## config.mk

```make
export PLATFORM = sky130hd
export DESIGN_NAME = fast_walsh_hadamard_transform
export DESIGN_NICKNAME = d
export VERILOG_FILES = /design/src/hdl/fwht_pkg.sv /design/src/hdl/fwht_datapath.sv /design/src/hdl/fwht_ctrl.sv /design/src/hdl/fast_walsh_hadamard_transform.sv
export SDC_FILE = /design/constraint.sdc
export NUM_CORES = 2
export LEC_CHECK = 0
export BUFFER_PORTS_ARGS = -buffer_cell sky130_fd_sc_hd__buf_2
export CAP_MARGIN = 20
export CORE_MARGIN = 1
export CORE_UTILIZATION = 24
export CTS_CLUSTER_SIZE = 14
export DETAILED_ROUTE_END_ITERATION = 7
export RECOVER_POWER = 25
export SYNTH_ARGS = -nofsm -noshare
export SYNTH_HDL_FRONTEND = slang
export SYNTH_HIERARCHICAL = 1
export SYNTH_SLANG_ARGS = --single-unit
```

## constraint.sdc

```tcl
create_clock -name aclk -period 10.1 [get_ports aclk]
set_input_delay 1.01 -clock aclk [delete_from_list [all_inputs] [get_ports aclk]]
set_output_delay 1.01 -clock aclk [all_outputs]
set_load 0.03 [all_outputs]
```

## src/hdl/fwht_pkg.sv

```systemverilog
// ----------------------------------------------------------------------------
// fwht_pkg
// shared types and constants of the fast walsh-hadamard transform block
// ----------------------------------------------------------------------------
`default_nettype none

package fwht_pkg;

    localparam int COEFF_BITS = 23;
    localparam int INDEX_BITS = 6;
    localparam int LOG_BITS   = 3;

    typedef enum logic [2:0] {
        ST_LOAD,
        ST_BF_RD,
        ST_BF_WR0,
        ST_BF_WR1,
        ST_OUT_RD,
        ST_OUT_SHOW
    } state_t;

    typedef enum logic [1:0] {
        WR_SAMPLE,
        WR_SUM,
        WR_DIFF
    } wr_sel_t;

    typedef struct packed {
        logic                  wr_en;
        wr_sel_t               wr_sel;
        logic [INDEX_BITS-1:0] wr_addr;
        logic                  rd_en;
        logic [INDEX_BITS-1:0] rd_addr_a;
        logic [INDEX_BITS-1:0] rd_addr_b;
    } dp_cmd_t;

endpackage

`default_nettype wire

```

## src/hdl/fwht_datapath.sv

```systemverilog
// ----------------------------------------------------------------------------
// fwht_datapath
// work buffer memory with two registered read ports, butterfly adder and
// write data selection
// ----------------------------------------------------------------------------
`default_nettype none

module fwht_datapath
    import fwht_pkg::*;
#(
    parameter int ADDR_W      = 6,
    parameter int SAMPLE_BITS = 16
) (
    input  wire logic                          aclk,
    input  wire dp_cmd_t                       cmd,
    input  wire logic signed [SAMPLE_BITS-1:0] sample,
    output logic signed [COEFF_BITS-1:0]       coeff
);

    localparam int DEPTH = 1 << ADDR_W;
    localparam int EXT_W = (SAMPLE_BITS > COEFF_BITS) ? SAMPLE_BITS : COEFF_BITS;

    logic [COEFF_BITS-1:0] mem [DEPTH];
    logic [COEFF_BITS-1:0] rd_a_reg;
    logic [COEFF_BITS-1:0] rd_b_reg;

    logic signed [EXT_W-1:0] sample_ext;
    logic [COEFF_BITS-1:0]   sum;
    logic [COEFF_BITS-1:0]   diff;
    logic [COEFF_BITS-1:0]   wr_data;

    assign sample_ext = EXT_W'(sample);
    assign sum        = rd_a_reg + rd_b_reg;
    assign diff       = rd_a_reg - rd_b_reg;

    always_comb begin
        case (cmd.wr_sel)
            WR_SAMPLE: wr_data = sample_ext[COEFF_BITS-1:0];
            WR_SUM:    wr_data = sum;
            WR_DIFF:   wr_data = diff;
            default:   wr_data = sample_ext[COEFF_BITS-1:0];
        endcase
    end

    always_ff @(posedge aclk) begin
        if (cmd.wr_en) begin
            mem[cmd.wr_addr[ADDR_W-1:0]] <= wr_data;
        end
        if (cmd.rd_en) begin
            rd_a_reg <= mem[cmd.rd_addr_a[ADDR_W-1:0]];
            rd_b_reg <= mem[cmd.rd_addr_b[ADDR_W-1:0]];
        end
    end

    assign coeff = rd_a_reg;

endmodule

`default_nettype wire

```

## src/hdl/fwht_ctrl.sv

```systemverilog
// ----------------------------------------------------------------------------
// fwht_ctrl
// sequencer for load, butterfly passes and coefficient output, holds the
// length register
// ----------------------------------------------------------------------------
`default_nettype none

module fwht_ctrl
    import fwht_pkg::*;
#(
    parameter int MAX_LOG_ORDER = 6
) (
    input  wire logic                  aclk,
    input  wire logic                  aresetn,
    input  wire logic                  cfg_valid,
    output logic                       cfg_ready,
    input  wire logic [LOG_BITS-1:0]   cfg_log_order,
    input  wire logic                  s_valid,
    output logic                       s_ready,
    output logic                       m_valid,
    input  wire logic                  m_ready,
    output logic [INDEX_BITS-1:0]      m_coeff_index,
    output logic                       m_last,
    output dp_cmd_t                    cmd
);

    localparam int ADDR_W = MAX_LOG_ORDER;

    state_t              state_reg,     state_next;
    logic [LOG_BITS-1:0] log_order_reg, log_order_next;
    logic [ADDR_W-1:0]   load_cnt_reg,  load_cnt_next;
    logic [LOG_BITS-1:0] pass_reg,      pass_next;
    logic [ADDR_W-1:0]   bf_reg,        bf_next;
    logic [ADDR_W-1:0]   out_idx_reg,   out_idx_next;

    logic [LOG_BITS-1:0] eff_log;
    logic [ADDR_W-1:0]   len_mask;
    logic [ADDR_W-1:0]   half_mask;
    logic [ADDR_W-1:0]   low_mask;
    logic [ADDR_W-1:0]   idx0;
    logic [ADDR_W-1:0]   idx1;

    // clamp the length register into the supported range
    always_comb begin
        if (log_order_reg == '0) begin
            eff_log = LOG_BITS'(1);
        end else if (log_order_reg > LOG_BITS'(MAX_LOG_ORDER)) begin
            eff_log = LOG_BITS'(MAX_LOG_ORDER);
        end else begin
            eff_log = log_order_reg;
        end
    end

    assign len_mask  = ~({ADDR_W{1'b1}} << eff_log);
    assign half_mask = len_mask >> 1;

    // butterfly pair: insert a zero bit at the pass position
    assign low_mask = ~({ADDR_W{1'b1}} << pass_reg);
    assign idx0     = ((bf_reg & ~low_mask) << 1) | (bf_reg & low_mask);
    assign idx1     = idx0 | (ADDR_W'(1) << pass_reg);

    always_ff @(posedge aclk) begin
        if (!aresetn) begin
            state_reg     <= ST_LOAD;
            log_order_reg <= LOG_BITS'(1);
            load_cnt_reg  <= '0;
            pass_reg      <= '0;
            bf_reg        <= '0;
            out_idx_reg   <= '0;
        end else begin
            state_reg     <= state_next;
            log_order_reg <= log_order_next;
            load_cnt_reg  <= load_cnt_next;
            pass_reg      <= pass_next;
            bf_reg        <= bf_next;
            out_idx_reg   <= out_idx_next;
        end
    end

    always_comb begin
        state_next     = state_reg;
        log_order_next = log_order_reg;
        load_cnt_next  = load_cnt_reg;
        pass_next      = pass_reg;
        bf_next        = bf_reg;
        out_idx_next   = out_idx_reg;

        cfg_ready = 1'b0;
        s_ready   = 1'b0;
        m_valid   = 1'b0;

        cmd.wr_en     = 1'b0;
        cmd.wr_sel    = WR_SAMPLE;
        cmd.wr_addr   = INDEX_BITS'(load_cnt_reg);
        cmd.rd_en     = 1'b0;
        cmd.rd_addr_a = INDEX_BITS'(idx0);
        cmd.rd_addr_b = INDEX_BITS'(idx1);

        case (state_reg)
            ST_LOAD: begin
                cfg_ready = 1'b1;
                s_ready   = !cfg_valid;
                if (cfg_valid) begin
                    log_order_next = cfg_log_order;
                    load_cnt_next  = '0;
                end else if (s_valid) begin
                    cmd.wr_en = 1'b1;
                    if (load_cnt_reg == len_mask) begin
                        load_cnt_next = '0;
                        pass_next     = '0;
                        bf_next       = '0;
                        state_next    = ST_BF_RD;
                    end else begin
                        load_cnt_next = load_cnt_reg + ADDR_W'(1);
                    end
                end
            end
            ST_BF_RD: begin
                cmd.rd_en  = 1'b1;
                state_next = ST_BF_WR0;
            end
            ST_BF_WR0: begin
                cmd.wr_en   = 1'b1;
                cmd.wr_sel  = WR_SUM;
                cmd.wr_addr = INDEX_BITS'(idx0);
                state_next  = ST_BF_WR1;
            end
            ST_BF_WR1: begin
                cmd.wr_en   = 1'b1;
                cmd.wr_sel  = WR_DIFF;
                cmd.wr_addr = INDEX_BITS'(idx1);
                if (bf_reg == half_mask) begin
                    bf_next = '0;
                    if (pass_reg == eff_log - LOG_BITS'(1)) begin
                        out_idx_next = '0;
                        state_next   = ST_OUT_RD;
                    end else begin
                        pass_next  = pass_reg + LOG_BITS'(1);
                        state_next = ST_BF_RD;
                    end
                end else begin
                    bf_next    = bf_reg + ADDR_W'(1);
                    state_next = ST_BF_RD;
                end
            end
            ST_OUT_RD: begin
                cmd.rd_en     = 1'b1;
                cmd.rd_addr_a = INDEX_BITS'(out_idx_reg);
                state_next    = ST_OUT_SHOW;
            end
            ST_OUT_SHOW: begin
                m_valid = 1'b1;
                if (m_ready) begin
                    if (out_idx_reg == len_mask) begin
                        out_idx_next = '0;
                        state_next   = ST_LOAD;
                    end else begin
                        out_idx_next = out_idx_reg + ADDR_W'(1);
                        state_next   = ST_OUT_RD;
                    end
                end
            end
            default: begin
                state_next = ST_LOAD;
            end
        endcase
    end

    assign m_coeff_index = INDEX_BITS'(out_idx_reg);
    assign m_last        = (out_idx_reg == len_mask);

endmodule

`default_nettype wire

```

## src/hdl/fast_walsh_hadamard_transform.sv

```systemverilog
// sequence: a vector of n = 2^log_order samples loads in n accepted transfers,
// then log_order passes of n/2 butterflies run, each a read, a sum write and
// a difference write (one memory write port), then each coefficient is read
// into the registered read port and held until taken; loading waits meanwhile
// reset: synchronous active-low aresetn clears the sequencer, sets log_order to 1
// and empties the partial vector; the work buffer is not cleared
// ----------------------------------------------------------------------------
// fast_walsh_hadamard_transform
// unnormalized integer fast walsh-hadamard transform over up to 64 samples
// ----------------------------------------------------------------------------
`default_nettype none

module fast_walsh_hadamard_transform
    import fwht_pkg::*;
#(
    parameter int MAX_LOG_ORDER = 6,
    parameter int SAMPLE_BITS   = 16
) (
    input  wire logic                          aclk,
    input  wire logic                          aresetn,
    input  wire logic                          cfg_valid,
    output logic                               cfg_ready,
    input  wire logic [LOG_BITS-1:0]           cfg_log_order,
    input  wire logic                          s_valid,
    output logic                               s_ready,
    input  wire logic signed [SAMPLE_BITS-1:0] s_sample,
    output logic                               m_valid,
    input  wire logic                          m_ready,
    output logic signed [COEFF_BITS-1:0]       m_coeff,
    output logic [INDEX_BITS-1:0]              m_coeff_index,
    output logic                               m_last
);

    dp_cmd_t cmd;

    fwht_ctrl #(
        .MAX_LOG_ORDER (MAX_LOG_ORDER)
    ) u_ctrl (
        .aclk          (aclk),
        .aresetn       (aresetn),
        .cfg_valid     (cfg_valid),
        .cfg_ready     (cfg_ready),
        .cfg_log_order (cfg_log_order),
        .s_valid       (s_valid),
        .s_ready       (s_ready),
        .m_valid       (m_valid),
        .m_ready       (m_ready),
        .m_coeff_index (m_coeff_index),
        .m_last        (m_last),
        .cmd           (cmd)
    );

    fwht_datapath #(
        .ADDR_W      (MAX_LOG_ORDER),
        .SAMPLE_BITS (SAMPLE_BITS)
    ) u_datapath (
        .aclk   (aclk),
        .cmd    (cmd),
        .sample (s_sample),
        .coeff  (m_coeff)
    );

endmodule

`default_nettype wire

```

# [After elaboration in Yosys (flattened, before gate mapping)]
# Memories as Yosys holds them, arrays and structs flattened. A register that Yosys moved wholly into a read port is not among the register bits.
# Cells that the tools add are included.
# Widths: inputs -> output; s select.
[totals] reg_bits=27 latch_bits=0 ram_bits=1472 rom_bits=0 in_bits=24 output_inout_bits=33 wordCells=98 n_memories=1
[classes] add_sub_neg=7 multipliers=0 n_div=0 magnitude_cmp=1 n_eq_ne=18 shift=3 mux=41 bitwise=7 reduce_logical=14
[memory_table] memory="u_datapath.mem" depth=64 word_bits=23 read_ports=2 rd_ports_with_merged_regs=2 wr=1 line="fwht_datapath.sv:23" text="logic [COEFF_BITS-1:0] mem [DEPTH];"
[ops] operator="$mux 6" count=12
[ops] operator="$pmux 23 s2" count=1
[ops] operator="$mux 3" count=14
[ops] operator="$pmux 6 s2" count=2
[ops] operator="$add 23x23->23" count=1
[ops] operator="$sub 23x23->23" count=1
[ops] operator="$add 6x1->6 const B" count=3
[ops] operator="$pmux 3 s6" count=1
[ops] operator="$pmux 8 s2" count=1
[ops] operator="$eq 6x6->1" count=2
[ops] operator="$not 6->6" count=2
[ops] operator="$or 6x6->6" count=2
[ops] operator="$reduce_and 4->1" count=3
[ops] operator="$shl 6x3->6 const A" count=2
[ops] operator="$mux 1" count=8
[ops] operator="$ne 2x2->1 const B" count=4
[ops] operator="$and 6x6->6" count=1
[ops] operator="$eq 3x2->1 const B" count=2
[ops] operator="$eq 3x3->1 const B" count=2
[ops] operator="$eq 6x5->1" count=1
[ops] operator="$logic_not 3->1" count=2
[ops] operator="$ne 2x1->1 const B" count=3
[ops] operator="$pmux 3 s2" count=1
[ops] operator="$reduce_and 6->1" count=1
[ops] operator="other kinds (15)" count=19

# [Logic depth before layout (Yosys ltp)]
[logic_depth] depth_word=10 ltp_mapped=17 depth_no_buf=13

# [Hierarchy]
# The synthesis kept the hierarchy.
[modules_own_cells] module="fwht_datapath" n_inst=1 cells_per_inst=3241 area_each_um2=70666.5 seq_area_each_um2=45583.7
[modules_own_cells] module="fwht_ctrl" n_inst=1 cells_per_inst=299 area_each_um2=2165.8 seq_area_each_um2=540.5

# [Least setup slack after synthesis]
# No wires, ideal clock.
[synth_path] kind="reg2reg" startpoint="register u_ctrl.state_reg[2]" endpoint="memory u_datapath.mem[0][22] (data pin)" setup_time_ns=1.009 arrival_ns=7.289 t_required_ns=9.091 path_slack_ns=1.802 path_stages_with_launch=15 n_path_buf=3 period_less_slack_ns=8.298 path_cell_list="dfxtp_1 -> buf_2 -> nand2b_1 -> clkbuf_1 -> nor2_1 -> inv_1 -> ha_1 -> buf_1 -> mux2i_1 -> fa_1 -> a21o_1 -> a221oi_1 -> o31ai_1 -> and4_1 -> o311ai_0"
[synth_rtl] element="start: declaration" line="fwht_ctrl.sv:29" text="state_t state_reg, state_next;"
[synth_rtl] element="start signal: assignment" line="fwht_ctrl.sv:71" text="state_reg <= state_next;"
[synth_rtl] element="end: declaration" line="fwht_datapath.sv:23"

==> qor.yml <==
status: "complete, but fails checks"
violations: "capacitance limit, slew limit"
postCtsHoldBufs: 0
final_layout_size_suffix_gt1_share_pct: 36.84
hold_depth: 3
top_usage_layer: "met2"
use_met1_pct: 19.45
hold_end: "u_ctrl/log_order_reg[0]"
dieHeight_um: 552.9
grt_max_degree: 118
fin_setup_tns_ns: 0
final_cell_mix: "edfxtp_1, mux4_2, clkbuf_16"
syn-num-nets: 3599
cts_resized: 0
dr.pass1.iters: 5
synth_seq_cells: 1545
clockPowerShare_pct: 41.6
p_leak_nw: 24.10
wl_per_cell_um: 29.44
finalWeightedCongestion: 0.8391
rows: 201
drv_slew: 815
met3_usage_pct: 2.698
synthArstFlopShare_pct: 0
drv_cap: 26
worst_slew_pin_slew_ns: 3.830
antenna_found_initial: 6
portBuffers: 56
post-cts-setup-buffers: 0
core_um2: 300800
netlist_area_um2: 72830
die-area_um2: 305700
io_pins: 57
vias_per_cell: 5.197
max_slew_margin_pct: -155.3
largest_reg_flops: 1472
die_w_um: 552.9
fmax_ghz: 0.1430
grt_usage_pct: 14.64
grt_use_met2_pct: 23.41
synth_edf_count: 1518
clock-root-buffer: "clkbuf_16"
power.ir.vdd_worst_v: 0.0001863
rsz0062_at_grt: "false"
p_sw_mw: 3.309
synth_cells: 3540
hold_path_class: "input pin to flop"
post-route-util_pct: 27.85
p_comb_share_pct: 6.2
synthToLayoutAreaGrowth_pct: 15.02
ys_seq_area_share_pct: 63.33
crit_path_start_kind: "flop"
p_sw_share_pct: 23.35
cp_max_fo: 33
fin_crit_ns: 6.994
crit_type: "flop to flop"
tritoncts: "yes"
start_util_pct: 24.21
timing.rr.end: "u_datapath/mem[44][3]"
avgSynthCellArea_um2: 20.57
cts_made_buffers: 166
hold_start: "cfg_log_order[0]"
yosys_warnings: 6
path_clk_slew_ns: 0.06
routed_wl_um: 227900
synth_cell_types: 68
crit_required_ns: 10.69
dp_hpwl_um: 130300
rr_worst_depth: 11
final_common_cell: "edfxtp_1"
r2r_start: "u_ctrl/state_reg[0]"
hold_viol: 0
h-tree-depth: 4
pwr_density_cell_nw_per_um2: 169.2
intPower_mw: 10.86
antenna_left: 0
r2r_setup_slack_ns: 3.11
nNetsFinal: 3700
drt_iter0_markers: 5118
drc_errors: 0
grt_overflow: 0
grt_pass1_vias: 40620
synthFlopType: "edfxtp_1"
arrival_ns: 7.59
clkLatencyLatePin_ns: 0.84
clock_skew_ns: 0.02897
cts_sinks: 1545
worst_hold_slack_ns: 0.4277
grt_pass1_wl_um: 318400
fin_crit_sh_pct: 69.25
clock_path_buffers: 3
end_kind: "flop"
crit_start: "u_ctrl/state_reg[0]"
via_count: 40220
setup_viol: 0
p_seq_share_pct: 52.2
power groups by stage:
stage	combinational, mW	sequential, mW	clock, mW
floorplan	0.469	7.55	0
global placement	0.849	7.52	0
detailed placement	0.884	7.52	0
CTS	0.886	7.39	5.98
global route	0.930	7.40	6.22
finish	0.876	7.40	5.89
Yosys cell counts, types with 16 or more instances:
cell      number  share of area (%)
a31oi_1       19               0.16
mux4_2       908                 28
xnor2_1       39               0.47
clkbuf_1     136               0.70
a21oi_1       58               0.40
o21ai_0       54               0.37
edfxtp_1    1518                 63
nor2_1       156               0.80
nand2b_1      16               0.14
nor2b_1       21               0.18
buf_2         70               0.48
o22ai_1       69               0.59
mux2i_1       16               0.22
buf_4         24               0.25
dfxtp_1       27               0.74
buf_1         23               0.12
nand3_1       27               0.19
nand2_1       80               0.41
inv_1         26               0.13
nor3_1        18               0.12
ha_1          34               0.58
buf_6         17               0.26
final cells by class:
cell class	count	area (µm²)
fill	29630	217000
sequential	1545	46120
multi-input combinational	1698	26000
tap	3958	4952
clock buffer	202	4289
timing repair buffer	203	1393
clock inverter	101	895.9
inverter	27	101.3
antenna	5	12.51
metrics by stage:
| stage | area, µm² | power (mW) | std cells | worst slack (ns) |
|---|---|---|---|---|
| final | 83770 | 14.17 | 7739 | 3.106 |
| after detailed placement | 78800 | 8.406 | 7430 | 4.640 |
| after global placement | 78750 | 8.370 | 7427 | 4.669 |
| after CTS | 83990 | 14.25 | 7733 | 4.635 |
| after global routing | 83760 | 14.55 | 7735 | 2.772 |
| after floorplan | 72830 | 8.016 | 3540 | 1.802 |
kinds of logic after synthesis:
family	count (synthesis)	synth area share (%)
xor gates and xnor gates	48	0.5772
and+or+nand+nor	389	2.532
muxes	926	28.33
DFF	1545	63.33
adders and majority gates	35	0.6116
AOI/OAI and AO/OA	300	2.671
buffers and inverters	297	1.950
critical path, cell delays in order, from the launching register on:
cell      delay, ns
dfxtp_1        0.68
nand3b_1       0.37
inv_1          0.30
ha_1           0.87
mux2i_1        0.36
ha_1           0.28
nor2b_1        0.14
o21ai_0        0.16
nand2b_1       0.09
xnor2_1        0.14
o21ai_0        2.66
buf_4          0.66
worst max-delay path by stage:
stage / endpoint / slack, ns
floorplan: u_datapath/mem[0][22] / 1.80
global placement: u_datapath/coeff[14] / 4.67
detailed placement: u_datapath/coeff[14] / 4.64
CTS: u_datapath/coeff[14] / 4.63
global route: u_datapath/mem[62][3] / 2.77
finish: u_datapath/mem[44][3] / 3.11
per-layer routing:
metal	vias to the layer above	wire, µm
met1	22040	89010
met4	2	10040
met2	2098	108900
met5	-	9
met3	368	19860
li1	15710	-
Note: power is estimated with default switching activity, not from simulation.
